### src/sv/pol_pkg.sv
`timescale 1ns / 1ps

package pol_pkg;

	localparam int CAPACITY = 16;
	localparam int AW = $clog2(CAPACITY);
	localparam int CW = $clog2(CAPACITY + 1);

	localparam int ACT_W = 3;
	localparam int VAL_W = 32;
	localparam int POS_W = 16;
	localparam int ST_W = 3;
	localparam int IDX_W = 4;
	localparam int LEN_W = 5;

	localparam logic [ACT_W-1:0] ACT_APPEND = 3'd0;
	localparam logic [ACT_W-1:0] ACT_PREPEND = 3'd1;
	localparam logic [ACT_W-1:0] ACT_INSERT = 3'd2;
	localparam logic [ACT_W-1:0] ACT_DEL_LAST = 3'd3;
	localparam logic [ACT_W-1:0] ACT_DEL_FIRST = 3'd4;
	localparam logic [ACT_W-1:0] ACT_DEL_POS = 3'd5;
	localparam logic [ACT_W-1:0] ACT_DUMP = 3'd6;

	localparam logic [ST_W-1:0] ST_OK = 3'd0;
	localparam logic [ST_W-1:0] ST_EMPTY = 3'd1;
	localparam logic [ST_W-1:0] ST_INVALID = 3'd2;
	localparam logic [ST_W-1:0] ST_BOUNDS = 3'd3;
	localparam logic [ST_W-1:0] ST_FULL = 3'd4;

endpackage

### src/sv/pol_if.sv
`timescale 1ns / 1ps

interface pol_req_if;
	logic valid;
	logic ready;
	logic [pol_pkg::ACT_W-1:0] action;
	logic signed [pol_pkg::VAL_W-1:0] value;
	logic signed [pol_pkg::POS_W-1:0] position;

	modport source(output valid, action, value, position, input ready);
	modport sink(input valid, action, value, position, output ready);
endinterface

interface pol_rsp_if;
	logic valid;
	logic ready;
	logic [pol_pkg::ST_W-1:0] status;
	logic signed [pol_pkg::VAL_W-1:0] element;
	logic [pol_pkg::IDX_W-1:0] element_index;
	logic [pol_pkg::LEN_W-1:0] length;
	logic last;

	modport source(output valid, status, element, element_index, length, last, input ready);
	modport sink(input valid, status, element, element_index, length, last, output ready);
endinterface

### src/sv/positional_ordered_list.sv
`timescale 1ns / 1ps
// from acceptance to result: a rejected action goes straight to the result; a delete moves the
// entries behind it down, an insert moves those from its point up and then writes its value (one
// entry moved per cycle through the memory port); a dump reads and then outputs each element
// one item at a time: the next item is taken the cycle after the final result is loaded, even
// while it waits; a stalled result holds the block until the output register frees up
// reset: occupancy and control clear at once, entries keep no reset and are never read unwritten
module positional_ordered_list (
	input logic clk,
	input logic arst_n,
	pol_req_if.sink req,
	pol_rsp_if.source rsp
);
	import pol_pkg::*;

	localparam logic [2:0] S_IDLE = 3'd0;
	localparam logic [2:0] S_SHIFT = 3'd1;
	localparam logic [2:0] S_PUT = 3'd2;
	localparam logic [2:0] S_RESP = 3'd3;
	localparam logic [2:0] S_DRD = 3'd4;
	localparam logic [2:0] S_DWR = 3'd5;

	logic [2:0] state_q;
	logic [CW-1:0] occ_q;
	logic [CW-1:0] mv_q;
	logic [AW-1:0] rd_q;
	logic [AW-1:0] wdst_q;
	logic [AW-1:0] idx_q;
	logic pend_q;
	logic up_q;
	logic [ST_W-1:0] st_q;
	logic [VAL_W-1:0] val_q;

	logic [VAL_W-1:0] mem [CAPACITY];
	logic [VAL_W-1:0] rdata_q;
	logic we;
	logic re;
	logic [AW-1:0] wa;
	logic [AW-1:0] ra;
	logic [VAL_W-1:0] wd;

	logic o_valid_q;
	logic [ST_W-1:0] o_status_q;
	logic [VAL_W-1:0] o_elem_q;
	logic [IDX_W-1:0] o_idx_q;
	logic [LEN_W-1:0] o_len_q;
	logic o_last_q;
	logic o_free;
	logic o_load;

	logic acc;
	logic [2:0] d_state;
	logic [ST_W-1:0] d_status;
	logic [AW-1:0] d_idx;
	logic [CW-1:0] d_mv;
	logic [AW-1:0] d_rd;
	logic d_up;
	logic d_full;
	logic d_empty;
	logic p_neg;
	logic p_le1;
	logic [POS_W-2:0] p_mag;
	logic [POS_W-2:0] n_ext;
	logic [AW-1:0] p_idx;
	logic dump_end;

	assign acc = req.valid && req.ready;
	assign req.ready = (state_q == S_IDLE);
	assign o_free = !o_valid_q || rsp.ready;
	assign o_load = o_free && ((state_q == S_RESP) || (state_q == S_DWR));

	assign d_full = (occ_q >= CW'(CAPACITY));
	assign d_empty = (occ_q == '0);
	assign p_neg = req.position[POS_W-1];
	assign p_mag = req.position[POS_W-2:0];
	assign p_le1 = (p_mag <= (POS_W-1)'(1));
	assign n_ext = (POS_W-1)'(occ_q);
	assign p_idx = AW'(p_mag - (POS_W-1)'(1));

	always_comb begin
		d_state = S_RESP;
		d_status = ST_OK;
		d_idx = '0;
		d_mv = '0;
		d_rd = '0;
		d_up = 1'b1;
		unique case (req.action)
			ACT_APPEND, ACT_PREPEND, ACT_INSERT: begin
				if (req.action == ACT_INSERT && p_neg) begin
					d_status = ST_INVALID;
				end else if (d_full) begin
					d_status = ST_FULL;
				end else if (req.action == ACT_APPEND) begin
					d_state = S_SHIFT;
					d_idx = AW'(occ_q);
				end else if (req.action == ACT_PREPEND || d_empty || p_le1) begin
					d_state = S_SHIFT;
					d_idx = '0;
				end else if (p_mag > n_ext + (POS_W-1)'(1)) begin
					d_status = ST_BOUNDS;
				end else begin
					d_state = S_SHIFT;
					d_idx = p_idx;
				end
				d_mv = occ_q - CW'(d_idx);
				d_rd = AW'(occ_q - CW'(1));
			end
			ACT_DEL_LAST, ACT_DEL_FIRST, ACT_DEL_POS: begin
				d_up = 1'b0;
				if (d_empty) begin
					d_status = ST_EMPTY;
				end else if (req.action == ACT_DEL_LAST) begin
					d_state = S_SHIFT;
					d_idx = AW'(occ_q - CW'(1));
				end else if (req.action == ACT_DEL_FIRST) begin
					d_state = S_SHIFT;
					d_idx = '0;
				end else if (p_neg) begin
					d_status = ST_INVALID;
				end else if (p_le1) begin
					d_state = S_SHIFT;
					d_idx = '0;
				end else if (p_mag > n_ext) begin
					d_status = ST_BOUNDS;
				end else begin
					d_state = S_SHIFT;
					d_idx = p_idx;
				end
				d_mv = occ_q - CW'(1) - CW'(d_idx);
				d_rd = d_idx + AW'(1);
			end
			ACT_DUMP: begin
				if (d_empty) begin
					d_status = ST_EMPTY;
				end else begin
					d_state = S_DRD;
				end
			end
			default: begin
			end
		endcase
	end

	always_comb begin
		we = 1'b0;
		re = 1'b0;
		wa = wdst_q;
		wd = rdata_q;
		ra = rd_q;
		unique case (state_q)
			S_SHIFT: begin
				we = pend_q;
				re = (mv_q != '0);
			end
			S_PUT: begin
				we = 1'b1;
				wa = idx_q;
				wd = val_q;
			end
			S_DRD: re = 1'b1;
			default: begin
			end
		endcase
	end

	always_ff @(posedge clk) begin
		if (we) begin
			mem[wa] <= wd;
		end
		if (re) begin
			rdata_q <= mem[ra];
		end
	end

	assign dump_end = (CW'(rd_q) + CW'(1) == occ_q);

	always_ff @(posedge clk or negedge arst_n) begin
		if (!arst_n) begin
			state_q <= S_IDLE;
			occ_q <= '0;
			pend_q <= 1'b0;
			o_valid_q <= 1'b0;
		end else begin
			if (o_load) begin
				o_valid_q <= 1'b1;
			end else if (rsp.ready) begin
				o_valid_q <= 1'b0;
			end
			unique case (state_q)
				S_IDLE: begin
					if (acc) begin
						state_q <= d_state;
						st_q <= d_status;
						idx_q <= d_idx;
						mv_q <= d_mv;
						rd_q <= (req.action == ACT_DUMP) ? '0 : d_rd;
						up_q <= d_up;
						val_q <= req.value;
						pend_q <= 1'b0;
					end
				end
				S_SHIFT: begin
					if (re) begin
						pend_q <= 1'b1;
						wdst_q <= up_q ? rd_q + AW'(1) : rd_q - AW'(1);
						rd_q <= up_q ? rd_q - AW'(1) : rd_q + AW'(1);
						mv_q <= mv_q - CW'(1);
					end else begin
						pend_q <= 1'b0;
						if (!pend_q) begin
							if (up_q) begin
								state_q <= S_PUT;
							end else begin
								occ_q <= occ_q - CW'(1);
								state_q <= S_RESP;
							end
						end
					end
				end
				S_PUT: begin
					occ_q <= occ_q + CW'(1);
					state_q <= S_RESP;
				end
				S_RESP: begin
					if (o_free) begin
						o_status_q <= st_q;
						o_elem_q <= '0;
						o_idx_q <= '0;
						o_len_q <= LEN_W'(occ_q);
						o_last_q <= 1'b1;
						state_q <= S_IDLE;
					end
				end
				S_DRD: state_q <= S_DWR;
				S_DWR: begin
					if (o_free) begin
						o_status_q <= ST_OK;
						o_elem_q <= rdata_q;
						o_idx_q <= IDX_W'(rd_q);
						o_len_q <= LEN_W'(occ_q);
						o_last_q <= dump_end;
						rd_q <= rd_q + AW'(1);
						state_q <= dump_end ? S_IDLE : S_DRD;
					end
				end
				default: state_q <= S_IDLE;
			endcase
		end
	end

	assign rsp.valid = o_valid_q;
	assign rsp.status = o_status_q;
	assign rsp.element = o_elem_q;
	assign rsp.element_index = o_idx_q;
	assign rsp.length = o_len_q;
	assign rsp.last = o_last_q;

	a_occ_bound: assert property (@(posedge clk) disable iff (!arst_n)
		occ_q <= CW'(CAPACITY))
		else $error("occupancy above capacity");

	a_occ_step: assert property (@(posedge clk) disable iff (!arst_n)
		occ_q == $past(occ_q) || occ_q == $past(occ_q) + CW'(1)
		|| occ_q == $past(occ_q) - CW'(1))
		else $error("occupancy moved by more than one");

	a_busy_after_acc: assert property (@(posedge clk) disable iff (!arst_n)
		acc |=> state_q != S_IDLE)
		else $error("item accepted without work");

	a_nonlast_is_dump: assert property (@(posedge clk) disable iff (!arst_n)
		(o_valid_q && !o_last_q) |-> o_status_q == ST_OK)
		else $error("non-final result outside a dump");

endmodule

### src/flat_wrapper.sv
// flat-port wrapper written by rule: the top's interface ports become plain ports
module positional_ordered_list_flat import pol_pkg::*;
  (clk, arst_n, req_valid, req_action, req_value, req_position, req_ready, rsp_valid, rsp_status, rsp_element, rsp_element_index, rsp_length, rsp_last, rsp_ready);
  pol_req_if req_i ();
  pol_rsp_if rsp_i ();
  input logic clk;
  input logic arst_n;
  input wire logic [$bits(req_i.valid)-1:0] req_valid;
  input wire logic [$bits(req_i.action)-1:0] req_action;
  input wire logic [$bits(req_i.value)-1:0] req_value;
  input wire logic [$bits(req_i.position)-1:0] req_position;
  output wire logic [$bits(req_i.ready)-1:0] req_ready;
  output wire logic [$bits(rsp_i.valid)-1:0] rsp_valid;
  output wire logic [$bits(rsp_i.status)-1:0] rsp_status;
  output wire logic [$bits(rsp_i.element)-1:0] rsp_element;
  output wire logic [$bits(rsp_i.element_index)-1:0] rsp_element_index;
  output wire logic [$bits(rsp_i.length)-1:0] rsp_length;
  output wire logic [$bits(rsp_i.last)-1:0] rsp_last;
  input wire logic [$bits(rsp_i.ready)-1:0] rsp_ready;
  assign req_i.valid = req_valid;
  assign req_i.action = req_action;
  assign req_i.value = req_value;
  assign req_i.position = req_position;
  assign req_ready = req_i.ready;
  assign rsp_valid = rsp_i.valid;
  assign rsp_status = rsp_i.status;
  assign rsp_element = rsp_i.element;
  assign rsp_element_index = rsp_i.element_index;
  assign rsp_length = rsp_i.length;
  assign rsp_last = rsp_i.last;
  assign rsp_i.ready = rsp_ready;
  positional_ordered_list u_core (.clk(clk), .arst_n(arst_n), .req(req_i), .rsp(rsp_i));
endmodule
### config.mk
export PLATFORM = sky130hd
export DESIGN_NAME = positional_ordered_list_flat
export DESIGN_NICKNAME = d
export VERILOG_FILES = /design/src/sv/pol_pkg.sv /design/src/sv/pol_if.sv /design/src/sv/positional_ordered_list.sv /design/src/flat_wrapper.sv
export SDC_FILE = /design/constraint.sdc
export NUM_CORES = 1
export LEC_CHECK = 0
export BUFFER_PORTS_ARGS = -buffer_cell sky130_fd_sc_hd__buf_2
export CAP_MARGIN = 10
export CORE_MARGIN = 5
export CORE_UTILIZATION = 45
export DETAILED_ROUTE_END_ITERATION = 8
export GPL_TIMING_DRIVEN = 0
export PLACE_DENSITY = 0.72
export SLEW_MARGIN = 10
export SYNTH_ARGS = -nofsm -noshare
export SYNTH_HDL_FRONTEND = slang
export SYNTH_SLANG_ARGS = --single-unit
### constraint.sdc
create_clock -name clk -period 4.7 [get_ports clk]
set_clock_uncertainty 0.2 [all_clocks]
set_input_delay 0.47 -clock clk [delete_from_list [all_inputs] [get_ports clk]]
set_output_delay 0.47 -clock clk [all_outputs]
set_load 0.005 [all_outputs]
==> results of run 1 <==
[layout make-up]
class	count	area, um2	share of cell area [%]
clock buffer	82	1797	5.787
clock inverter	40	435.4	1.402
multi-input combinational	540	6545	21.08
sequential	652	19530	62.90
tap	765	957.2	3.083
buffer	65	332.8	1.072
timing repair buffer	167	1346	4.336
inverter	27	105.1	0.3385
[through the flow]
| step | setup WS (ns) | hold slack, ns | instances | setup TNS [ns] |
|---|---|---|---|---|
| 2_1_floorplan | 0.4126 | -0.02559 | 1284 | 0 |
| 3_3_place_gp | -2.876 | 0.1834 | 2150 | -544.60 |
| 3_5_place_dp | -0.1300 | 0.1871 | 2174 | -0.1789 |
| 4_1_cts | 0.02775 | 0.08171 | 2330 | 0 |
| 5_1_grt | 0.03049 | 0.1273 | 2338 | 0 |
| 6_report | 0.3166 | 0.1023 | 2338 | 0 |
[cell families after synthesis]
kind of cell             after synthesis  synth area share, %
XOR/XNOR                              31                1.030
flip-flops                           652                74.10
multiplexers                         198                15.27
buffers and inverters                 92                1.647
adder cells (fa/ha/maj)               30                1.481
AND/OR/NAND/NOR                      182                3.850
AO/OA/AOI/OAI                         99                2.621
[worst register-to-register path, stage by stage, from the launching register on]
cell and delay [ns]:
dfrtp_1 0.42, buf_2 0.26, nand3_1 0.12, xnor2_1 0.27, ha_1 0.31, a21o_1 0.18
a211o_1 0.29, o22ai_2 0.21, a21oi_1 0.15, o31ai_1 0.29, and2_1 0.19, ha_1 0.19
fa_1 0.23, nor2b_1 0.06, o21ai_0 0.21, a21oi_1 0.11, a211oi_1 0.30, o31ai_1 0.13
[registers in the layout (all words and copies together) (netlist names), 5 cells and up]
name and count:
u_core.rsp.element 32, u_core.occ_q 5, u_core.mem 512, u_core.val_q 32
u_core.rsp.length 5, u_core.rdata_q 32, u_core.mv_q 5
[where the power goes]
part	internal, W	switching [W]
registers	0.00805	0.000246
logic	0.00187	0.00301
clock network	0.00314	0.00223
total	0.0131	0.00549
[worst min-delay path by stage]
| stage | to | slack, ns | depth (start not counted) |
|---|---|---|---|
| 5_1_grt | u_core.state_q[1] | 0.13 | 3 |
| 3_5_place_dp | u_core.occ_q[3] | 0.19 | 1 |
| 2_1_floorplan | u_core.occ_q[0] | -0.03 | 0 |
| 3_3_place_gp | u_core.occ_q[3] | 0.18 | 1 |
| 6_report | u_core.state_q[1] | 0.10 | 3 |
| 4_1_cts | u_core.occ_q[3] | 0.08 | 2 |
[repair_timing]
item	4_1_cts	5_1_grt
hold buffers	34	0
pin swaps	0	1
endpoints found under the hold margin	43	0
gates resized for setup	2	4
endpoints found under the setup margin	2	3
cloned	0	0
setup buffers	0	8
[routing by layer]
layer	routed length (um)	GRT usage, %
met1	24250	26.05
met2	31160	32.75
met3	4672	3.628
met4	1605	6.359
met5	0	0
[cell usage in the layout (no fill, tap or decap), types with 7 or more instances in the layout]
master         instances
clkbuf_16             70
edfxtp_1             642
buf_6                 11
buf_12                15
mux2_2                33
and2_1                10
buf_4                 11
nand3_1               10
clkinv_1              13
nand2b_1               8
a31oi_1                9
bufinv_16              7
a21oi_1               21
nor3_1                18
dlygate4sd3_1         34
nand2_1               29
ha_1                  28
o21ai_0               14
mux4_2               160
o22ai_1                7
buf_2                125
and3_1                37
xnor2_1               23
nor2_4                17
dfrtp_1                8
clkbuf_1              41
nor2b_1               10
nor2_1                16
clkinv_2              12
inv_1                 25
xor2_1                 8
==> impl_metrics.toml, run 1 <==
[placed_design]
dp_hpwl_um = 37650
place_congestion = 0.8655
place_area_um2 = 28400
port_buffers = 101

[route]
wl_per_cell_um = 26.39
first_pass_iters = 5
dr_total_vias = 13480
drtIter0Drc = 1420
drc = 0
ant_nets = 0
wl_um = 61690
viasPerCell = 5.766

[worst_setup_path]
rrSetupSlack_ns = 0.32
rr_startpoint = "u_core.occ_q[3]"
cp-startpoint = "u_core.occ_q[3]"
worstSetupStartpointType = "flop"
slowest_delay_ns = 0.42
path_buf_inv = 1
worst-path-max-fanout = 7
worstPathRequired_ns = 4.82
reg2reg_to = "u_core.mv_q[4]"
cpMaxStageDelayCell = "dfrtp_1"
crit_cells = 17
endpoint = "u_core.mv_q[4]"
endpoint_kind = "flop"
critPathArrivalTime_ns = 4.50
cp_top_family = "compound AO/OA/AOI/OAI gates"
cp_cell_sequence = "buf_2, nand3_1, xnor2_1, ha_1, a21o_1, a211o_1, o22ai_2, a21oi_1, o31ai_1, and2_1, ha_1, fa_1, nor2b_1, o21ai_0, a21oi_1, a211oi_1, o31ai_1"
path_class = "reg -> reg"
reg2regPathDepth = 17

[die]
dieArea_um2 = 63510
dieWidth_um = 252.0
die_h_um = 252.0
rows = 88
ios = 102
core_um2 = 57810
initial_core_util_pct = 45.59

[timing]
slew_viol_final = 0
setup_viol = 0
min_period_over_period_pct = 93.26
finalHoldViolCount = 0
clock.fmax_ghz = 0.2281
rsz0062_at_grt = "false"
slew_headroom_pct = 32.58
tightest_slew_ns = 1.004
min_period_ns = 4.383

[logic_synthesis]
synth_fp_nets = 1369
synth_flop_cell = "edfxtp_1"
synth_cell_types = 68
ys_seq_area_share_pct = 74.10
synth.top_cells.by_area = "edfxtp_1, mux4_2, mux2_2"
yosysMostFrequentCell = "edfxtp_1"
avgSynthCellArea_um2 = 20.53
ys_ff_latch = 652
syn_inst = 1284
ys_top_cells_by_count = "edfxtp_1, mux4_2, and3_1"
syn_area_um2 = 26360
synth.largest_area_cell = "edfxtp_1"
yosys_warnings = 0
synth-async-reset-ratio_pct = 1.534
synth-edff-count = 642
synth_top_area_share_pct = 73.15

[final_layout]
final_layout_size_suffix_gt1_share_pct = 31.47
diodes = 0
finish.instance_area_um2 = 31050
fill_cells = 4383
fin_util_pct = 53.71
final_nets = 1608
syn2layout_area_growth_pct = 17.81

[run]
max_cap_viol_count = 0

[power]
ir_worst_vdd_uv = 286.2
power_w = 0.01856
leakage_nw = 10.23
power_density_nw_per_um2 = 597.6

[clocking]
clk-insertion-delay-late_ns = 0.62
cts_tree = "yes"
clk_pin_slew_worst_paths_ns = 0.06
clock-sinks = 652
clk_path_buf_depth = 3
cts_max_level = 3
cts-root-buf = "clkbuf_16"
cts_made_buffers = 70

[global_route]
grt_pass1_wl_um = 91360
grt_start_max_net_pins = 41
grt_overflow_total = 0
grt_usage_pct = 19.49
grt_pass1_vias = 14092
antenna_found_initial = 1

[hold_path]
worstHoldStart = "req_position[15]"
hp-class = "in -> reg"

[status]
run_status = "finished, final reports clean"
(Power assumes the default switching activity.)
==> inputs of run 2 (changes only) <==
- PLACE_DENSITY: 0.72 -> 0.74
- clock period: 4.7 -> 3.7 ns (I/O delays scaled with it)
==> run 2 against run 1 <==
Compared with the run above:
- worst hold slack worse by 0.0091 ns
- cell count up 1.4%
- first-iteration DRC count up 26%
- critical endpoint unchanged
- the run now ends with negative setup slack left
- largest cell class unchanged
- non-clock buffer count up 35
- highest routed layer unchanged
- clock power up 26%
- via count up 5.6%
- fmax up 10%
- sequential power up 28%
==> impl_metrics.toml, run 2 (synthesis results as in run 1) <==
[status]
run_status = "complete, but fails checks"
failed_checks = "negative setup slack"

[power]
seqPwrFrac_pct = 43.5
power_density_nw_per_um2 = 760.9
comb_power_share_pct = 28.5
switching_share_pct = 30.25
leakage_nw = 10.54
power_frac_clock_pct = 28.0
p_int_w = 0.01694
ir_worst_vdd_uv = 340.3
power.switching_w = 0.007349

[route]
routed.top_layer = "met4"
viasPerCell = 6.004
drtIter0Drc = 1785
drc = 0
first_pass_iters = 5
wl_met3_um = 6312
wl_met1_um = 24120
ant_nets = 0
wl_per_cell_um = 27.74
wl_met2_um = 33040
wl_um = 65770
dr_total_vias = 14235

[die]
rows = 88
ios = 102
initial_core_util_pct = 45.59
core_um2 = 57810
dieArea_um2 = 63510
dieWidth_um = 252.0
die_h_um = 252.0

[timing]
clock.fmax_ghz = 0.2517
finalHoldViolCount = 0
setup_viol = 4
min_period_ns = 3.972
tightest_slew_ns = 1.263
hold_ws_ns = 0.09327
rsz0062_at_grt = "true"
slew_viol_final = 0
worst_slack_ns = -0.2723
slew_headroom_pct = 15.46
min_period_over_period_pct = 107.4

[placed_design]
place_area_um2 = 28700
dp_cells = 2179
port_buffers = 101
place_congestion = 0.8397
dp_hpwl_um = 39760

[clocking]
cts_made_buffers = 67
cts-root-buf = "clkbuf_16"
clock-sinks = 652
clk_pin_slew_worst_paths_ns = 0.06
cts_tree = "yes"
clk-insertion-delay-late_ns = 0.61
cts_max_level = 3
clk_path_buf_depth = 3

[worst_setup_path]
cpMaxStageDelayCell = "dfrtp_1"
worst-path-max-fanout = 3
cp_cell_sequence = "buf_6, clkinvlp_4, buf_12, xnor2_4, ha_4, a21o_1, a211o_1, o22ai_4, and2_1, a32oi_1, nand2b_4, ha_4, nor2b_1, o21ai_2, a311oi_2, o31ai_1"
critPathArrivalTime_ns = 4.10
path_class = "reg -> reg"
worstPathRequired_ns = 3.83
slowest_delay_ns = 0.39
rr_startpoint = "u_core.occ_q[4]"
critPathMostFrequentCell = "ha_4"
cp-startpoint = "u_core.occ_q[4]"
worstSetupStartpointType = "flop"
endpoint_kind = "flop"

[final_layout]
largest_register_ffs = 512
regMostFlops = "u_core.mem"
regArea_um2 = 19530
final_nets = 1640
multi_input_area_um2 = 6912
final_common_cell = "edfxtp_1"
syn2layout_area_growth_pct = 21.14
final_cells = 2371
fill_cells = 4197
fin_util_pct = 55.23
finish.instance_area_um2 = 31930
mostFrequentLayoutCells = "edfxtp_1, mux4_2, buf_2"
final_layout_size_suffix_gt1_share_pct = 36.01

[global_route]
antenna_found_initial = 0
grt_pass1_wl_um = 95540
grt_usage_pct = 20.48
grt_start_max_net_pins = 41
grt_overflow_total = 0
grt_pass1_vias = 14685

[hold_path]
worstHoldStart = "req_valid"
hp-class = "in -> reg"

[run]
max_cap_viol_count = 0
==> run 2: cell count changes in the layout (fill, tap and decap cells not counted), moves of 5 or more <==
cell,previous run,this run
a21oi_2,0,7
clkinvlp_4,2,8
buf_4,11,35
ha_1,28,17
buf_12,15,7
ha_4,0,10
clkbuf_1,41,36
buf_16,3,20
inv_1,25,20
a21oi_1,21,13
==> run 2: power by group through the flow <==
| stage | Combinational, W | Sequential, W | Clock, W |
|---|---|---|---|
| after detailed placement | 0.00610 | 0.0107 | 0 |
| after CTS | 0.00656 | 0.0106 | 0.00690 |
| after global placement | 0.00554 | 0.0108 | 0 |
| after floorplan | 0.00391 | 0.0106 | 0 |
| after global routing | 0.00734 | 0.0106 | 0.00726 |
| final | 0.00692 | 0.0106 | 0.00680 |
==> run 2: through the flow <==
stage               setup TNS, ns  setup WS (ns)  power (W)
finish                    -0.7503        -0.2723    0.02429
global route               -4.916        -0.3760    0.02523
CTS                       -0.5079        -0.1910    0.02402
detailed placement         -2.652        -0.7705    0.01682
global placement          -997.64         -1.817    0.01630
floorplan                       0       0.002536    0.01451
==> run 2: final timing paths <==
| path | cells past startpoint | slack (ns) | end |
|---|---|---|---|
| min in group asynchronous | 3 | 0.76 | u_core.state_q[0] |
| worst max-delay path | 16 | -0.27 | u_core.mv_q[4] |
| max in group asynchronous | 3 | 2.07 | u_core.occ_q[1] |
| worst min-delay path | 4 | 0.09 | u_core.state_q[2] |
| worst min register to register | 0 | 0.31 | u_core.rsp.length[4] |
| worst max register to register | 16 | -0.27 | u_core.mv_q[4] |
==> run 2: per-layer routing <==
layer,global-route usage [%],vias to the layer above
met5,0,-
met4,7.723,0
met3,4.350,175
met2,34.26,870
met1,26.67,7331
li1,-,5859
==> run 2: critical path, delay by kind of cell (launching register included) <==
family                     cells  cell delay (ns)
DFF                            1             0.39
xor gates and xnor gates       1             0.18
buffers and inverters          3             0.38
adders and majority gates      2             0.56
AOI/OAI and AO/OA              7             1.38
and+or+nand+nor                3             0.60
==> run 2: final cells by class <==
type | instances | share of cell area, %
sequential | 652 | 61.18
multi-input combinational | 540 | 21.65
timing repair buffer | 202 | 5.808
clock buffer | 76 | 5.420
tap | 765 | 2.998
clock inverter | 43 | 1.474
buffer | 65 | 1.097
inverter | 27 | 0.3645
antenna | 1 | 0.007838
==> run 2: timing repair <==
item / CTS / global route
pin swaps: 35 / 29
resized for setup: 41 / 23
endpoints found under the hold margin: 44 / 0
endpoints found under the setup margin: 5 / 20
setup buffers: 20 / 16
hold buffers: 36 / 0
==> inputs of run 3 (changes only) <==
- REMOVE_ABC_BUFFERS: not set -> 1
==> run 3 against run 2 <==
Compared with the run above:
- the flow still finishes with violations (negative setup slack)
- wire length shrank 4.8%
- register-to-register slack improved by 0.08 ns
- sequential power about the same
- worst hold slack worse by 0.014 ns
- power fell by 3.5%
- critical path depth is the same
- cell count fell by 1.3%
- non-clock buffer count is 21 lower
- flip-flop and latch count unchanged
- critical endpoint unchanged
- largest power group unchanged
==> impl_metrics.toml, run 3 (synthesis results as in run 1) <==
[hold_path]
min_path_cells = 3
hp-class = "in -> reg"
hold_end = "u_core.st_q[1]"
worstHoldStart = "req_action[0]"

[final_layout]
regMostFlops = "u_core.mem"
fill_cells = 4161
regArea_um2 = 19540
diodes = 0
final_layout_size_suffix_gt1_share_pct = 35.71
multi_input_area_um2 = 6770
syn2layout_area_growth_pct = 21.08
final_nets = 1611
finish.instance_area_um2 = 31910
final_common_cell = "edfxtp_1"
largest_register_ffs = 512
mostFrequentLayoutCells = "edfxtp_1, mux4_2, buf_2"

[global_route]
grt_usage_pct = 19.44
grt_pass1_wl_um = 92180
antenna_found_initial = 0
grt_start_max_net_pins = 43
grt_overflow_total = 0
grt_pass1_vias = 14233

[route]
drtIter0Drc = 1695
viasPerCell = 5.920
first_pass_iters = 5
dr_total_vias = 13847
wl_um = 62590
ant_nets = 0
drc = 0
wl_per_cell_um = 26.76

[die]
rows = 88
dieArea_um2 = 63510
ios = 102
core_um2 = 57810
die_h_um = 252.0
dieWidth_um = 252.0
initial_core_util_pct = 45.59

[worst_setup_path]
worstPathRequired_ns = 3.96
rr_startpoint = "u_core.occ_q[1]"
cpMaxStageDelayCell = "dfrtp_2"
worstSetupStartpointType = "flop"
rrSetupSlack_ns = -0.19
path_class = "reg -> reg"
critPathArrivalTime_ns = 4.16
reg2reg_to = "u_core.mv_q[4]"
reg2regPathDepth = 16
endpoint_kind = "flop"
worst-path-max-fanout = 4
slowest_delay_ns = 0.47
cp_cell_sequence = "clkinv_4, buf_12, nor3_4, nand3_1, ha_1, nand4b_1, buf_4, o22ai_4, and2_1, a32oi_1, nand2b_1, ha_4, nor2b_2, o21ai_2, a311oi_2, o31ai_1"

[clocking]
clk-insertion-delay-late_ns = 0.65
cts_made_buffers = 59
clk_path_buf_depth = 3
cts-root-buf = "clkbuf_16"
cts_tree = "yes"
cts_max_level = 2
clk_pin_slew_worst_paths_ns = 0.07
clock-sinks = 652

[timing]
tns_ns = -0.3774
min_period_ns = 3.893
rsz0062_at_grt = "true"
min_period_over_period_pct = 105.2
slew_headroom_pct = 11.47
worst_slack_ns = -0.1935
hold_ws_ns = 0.07878
finalHoldViolCount = 0
setup_viol = 3
clock.fmax_ghz = 0.2568
tightest_slew_ns = 1.316
slew_viol_final = 0

[placed_design]
dp_hpwl_um = 37140
place_area_um2 = 28860
port_buffers = 101
place_congestion = 0.8510

[status]
failed_checks = "negative setup slack"
run_status = "complete, but fails checks"

[power]
power_w = 0.02343
leakage_nw = 10.54
power_density_nw_per_um2 = 734.3
ir_worst_vdd_uv = 610.5

[run]
max_cap_viol_count = 0
==> run 3: changes by cell type in the layout (fill, tap and decap cells not counted), sizes merged <==
cell | before | now
clkbuf | 105 | 71
bufinv | 8 | 5
clkinvlp | 8 | 3
clkinv | 24 | 29
buf | 202 | 207
inv | 30 | 28
dlygate4sd3 | 36 | 39
diode | 1 | 0
==> run 3: cell type report <==
| cell class | instances | area share [%] |
|---|---|---|
| clock buffers | 71 | 4.768 |
| clock inverters | 38 | 1.070 |
| inverters | 27 | 0.3686 |
| multi-input cells | 540 | 21.22 |
| flip-flops and latches | 652 | 61.22 |
| well taps | 765 | 3.000 |
| repair buffers | 246 | 8.356 |
==> run 3: routing by layer <==
metal  vias to the layer above  global-route usage (%)  wire length [um]
li1                       5801                       -                 -
met1                      7212                   26.35             24450
met2                       708                   32.47             31240
met3                       126                   3.618              5046
met4                         0                   5.971              1853
met5                         -                       0                 0
==> run 3: through the flow <==
stage	instances	utilization [%]	setup slack (ns)
2_1_floorplan	1219	-	-3.373
3_3_place_gp	2085	47.55	-5.900
3_5_place_dp	2142	49.92	-1.153
4_1_cts	2330	54.92	-0.1988
5_1_grt	2339	55.20	-0.3268
6_report	2339	55.20	-0.1935
==> run 3: worst max path at each step <==
stage | to | start | cells past startpoint
finish | u_core.mv_q[4] | u_core.occ_q[1] | 16
CTS | u_core.mv_q[4] | u_core.occ_q[1] | 17
global route | u_core.mv_q[4] | u_core.occ_q[1] | 17
floorplan | u_core.state_q[2] | u_core.ra[0] | 8
global placement | u_core.rsp.last | u_core.ra[0] | 7
detailed placement | u_core.mv_q[4] | u_core.occ_q[0] | 18
==> run 3: timing repair <==
action	4_1_cts	5_1_grt
hold buffers	39	0
gates resized for setup	40	17
pin swaps	31	17
endpoints found under the hold margin	48	0
endpoints found under the setup margin	458	21
setup buffers	40	9
==> run 3: worst max-delay path, delay by kind of cell, from the launching register on <==
| kind | cells | cell delay (ns) |
|---|---|---|
| buffers and inverters | 3 | 0.43 |
| flip-flops | 1 | 0.47 |
| AND/OR/NAND/NOR | 6 | 0.99 |
| AO/OA/AOI/OAI | 5 | 1.02 |
| adder cells (fa/ha/maj) | 2 | 0.60 |
==> run 3: power breakdown <==
| group | total [W] | internal (W) | switching, W |
|---|---|---|---|
| registers | 0.0107 | 0.0102 | 0.000461 |
| clock network | 0.00597 | 0.00329 | 0.00268 |
| logic | 0.00677 | 0.00291 | 0.00386 |
| total | 0.0234 | 0.0164 | 0.00700 |
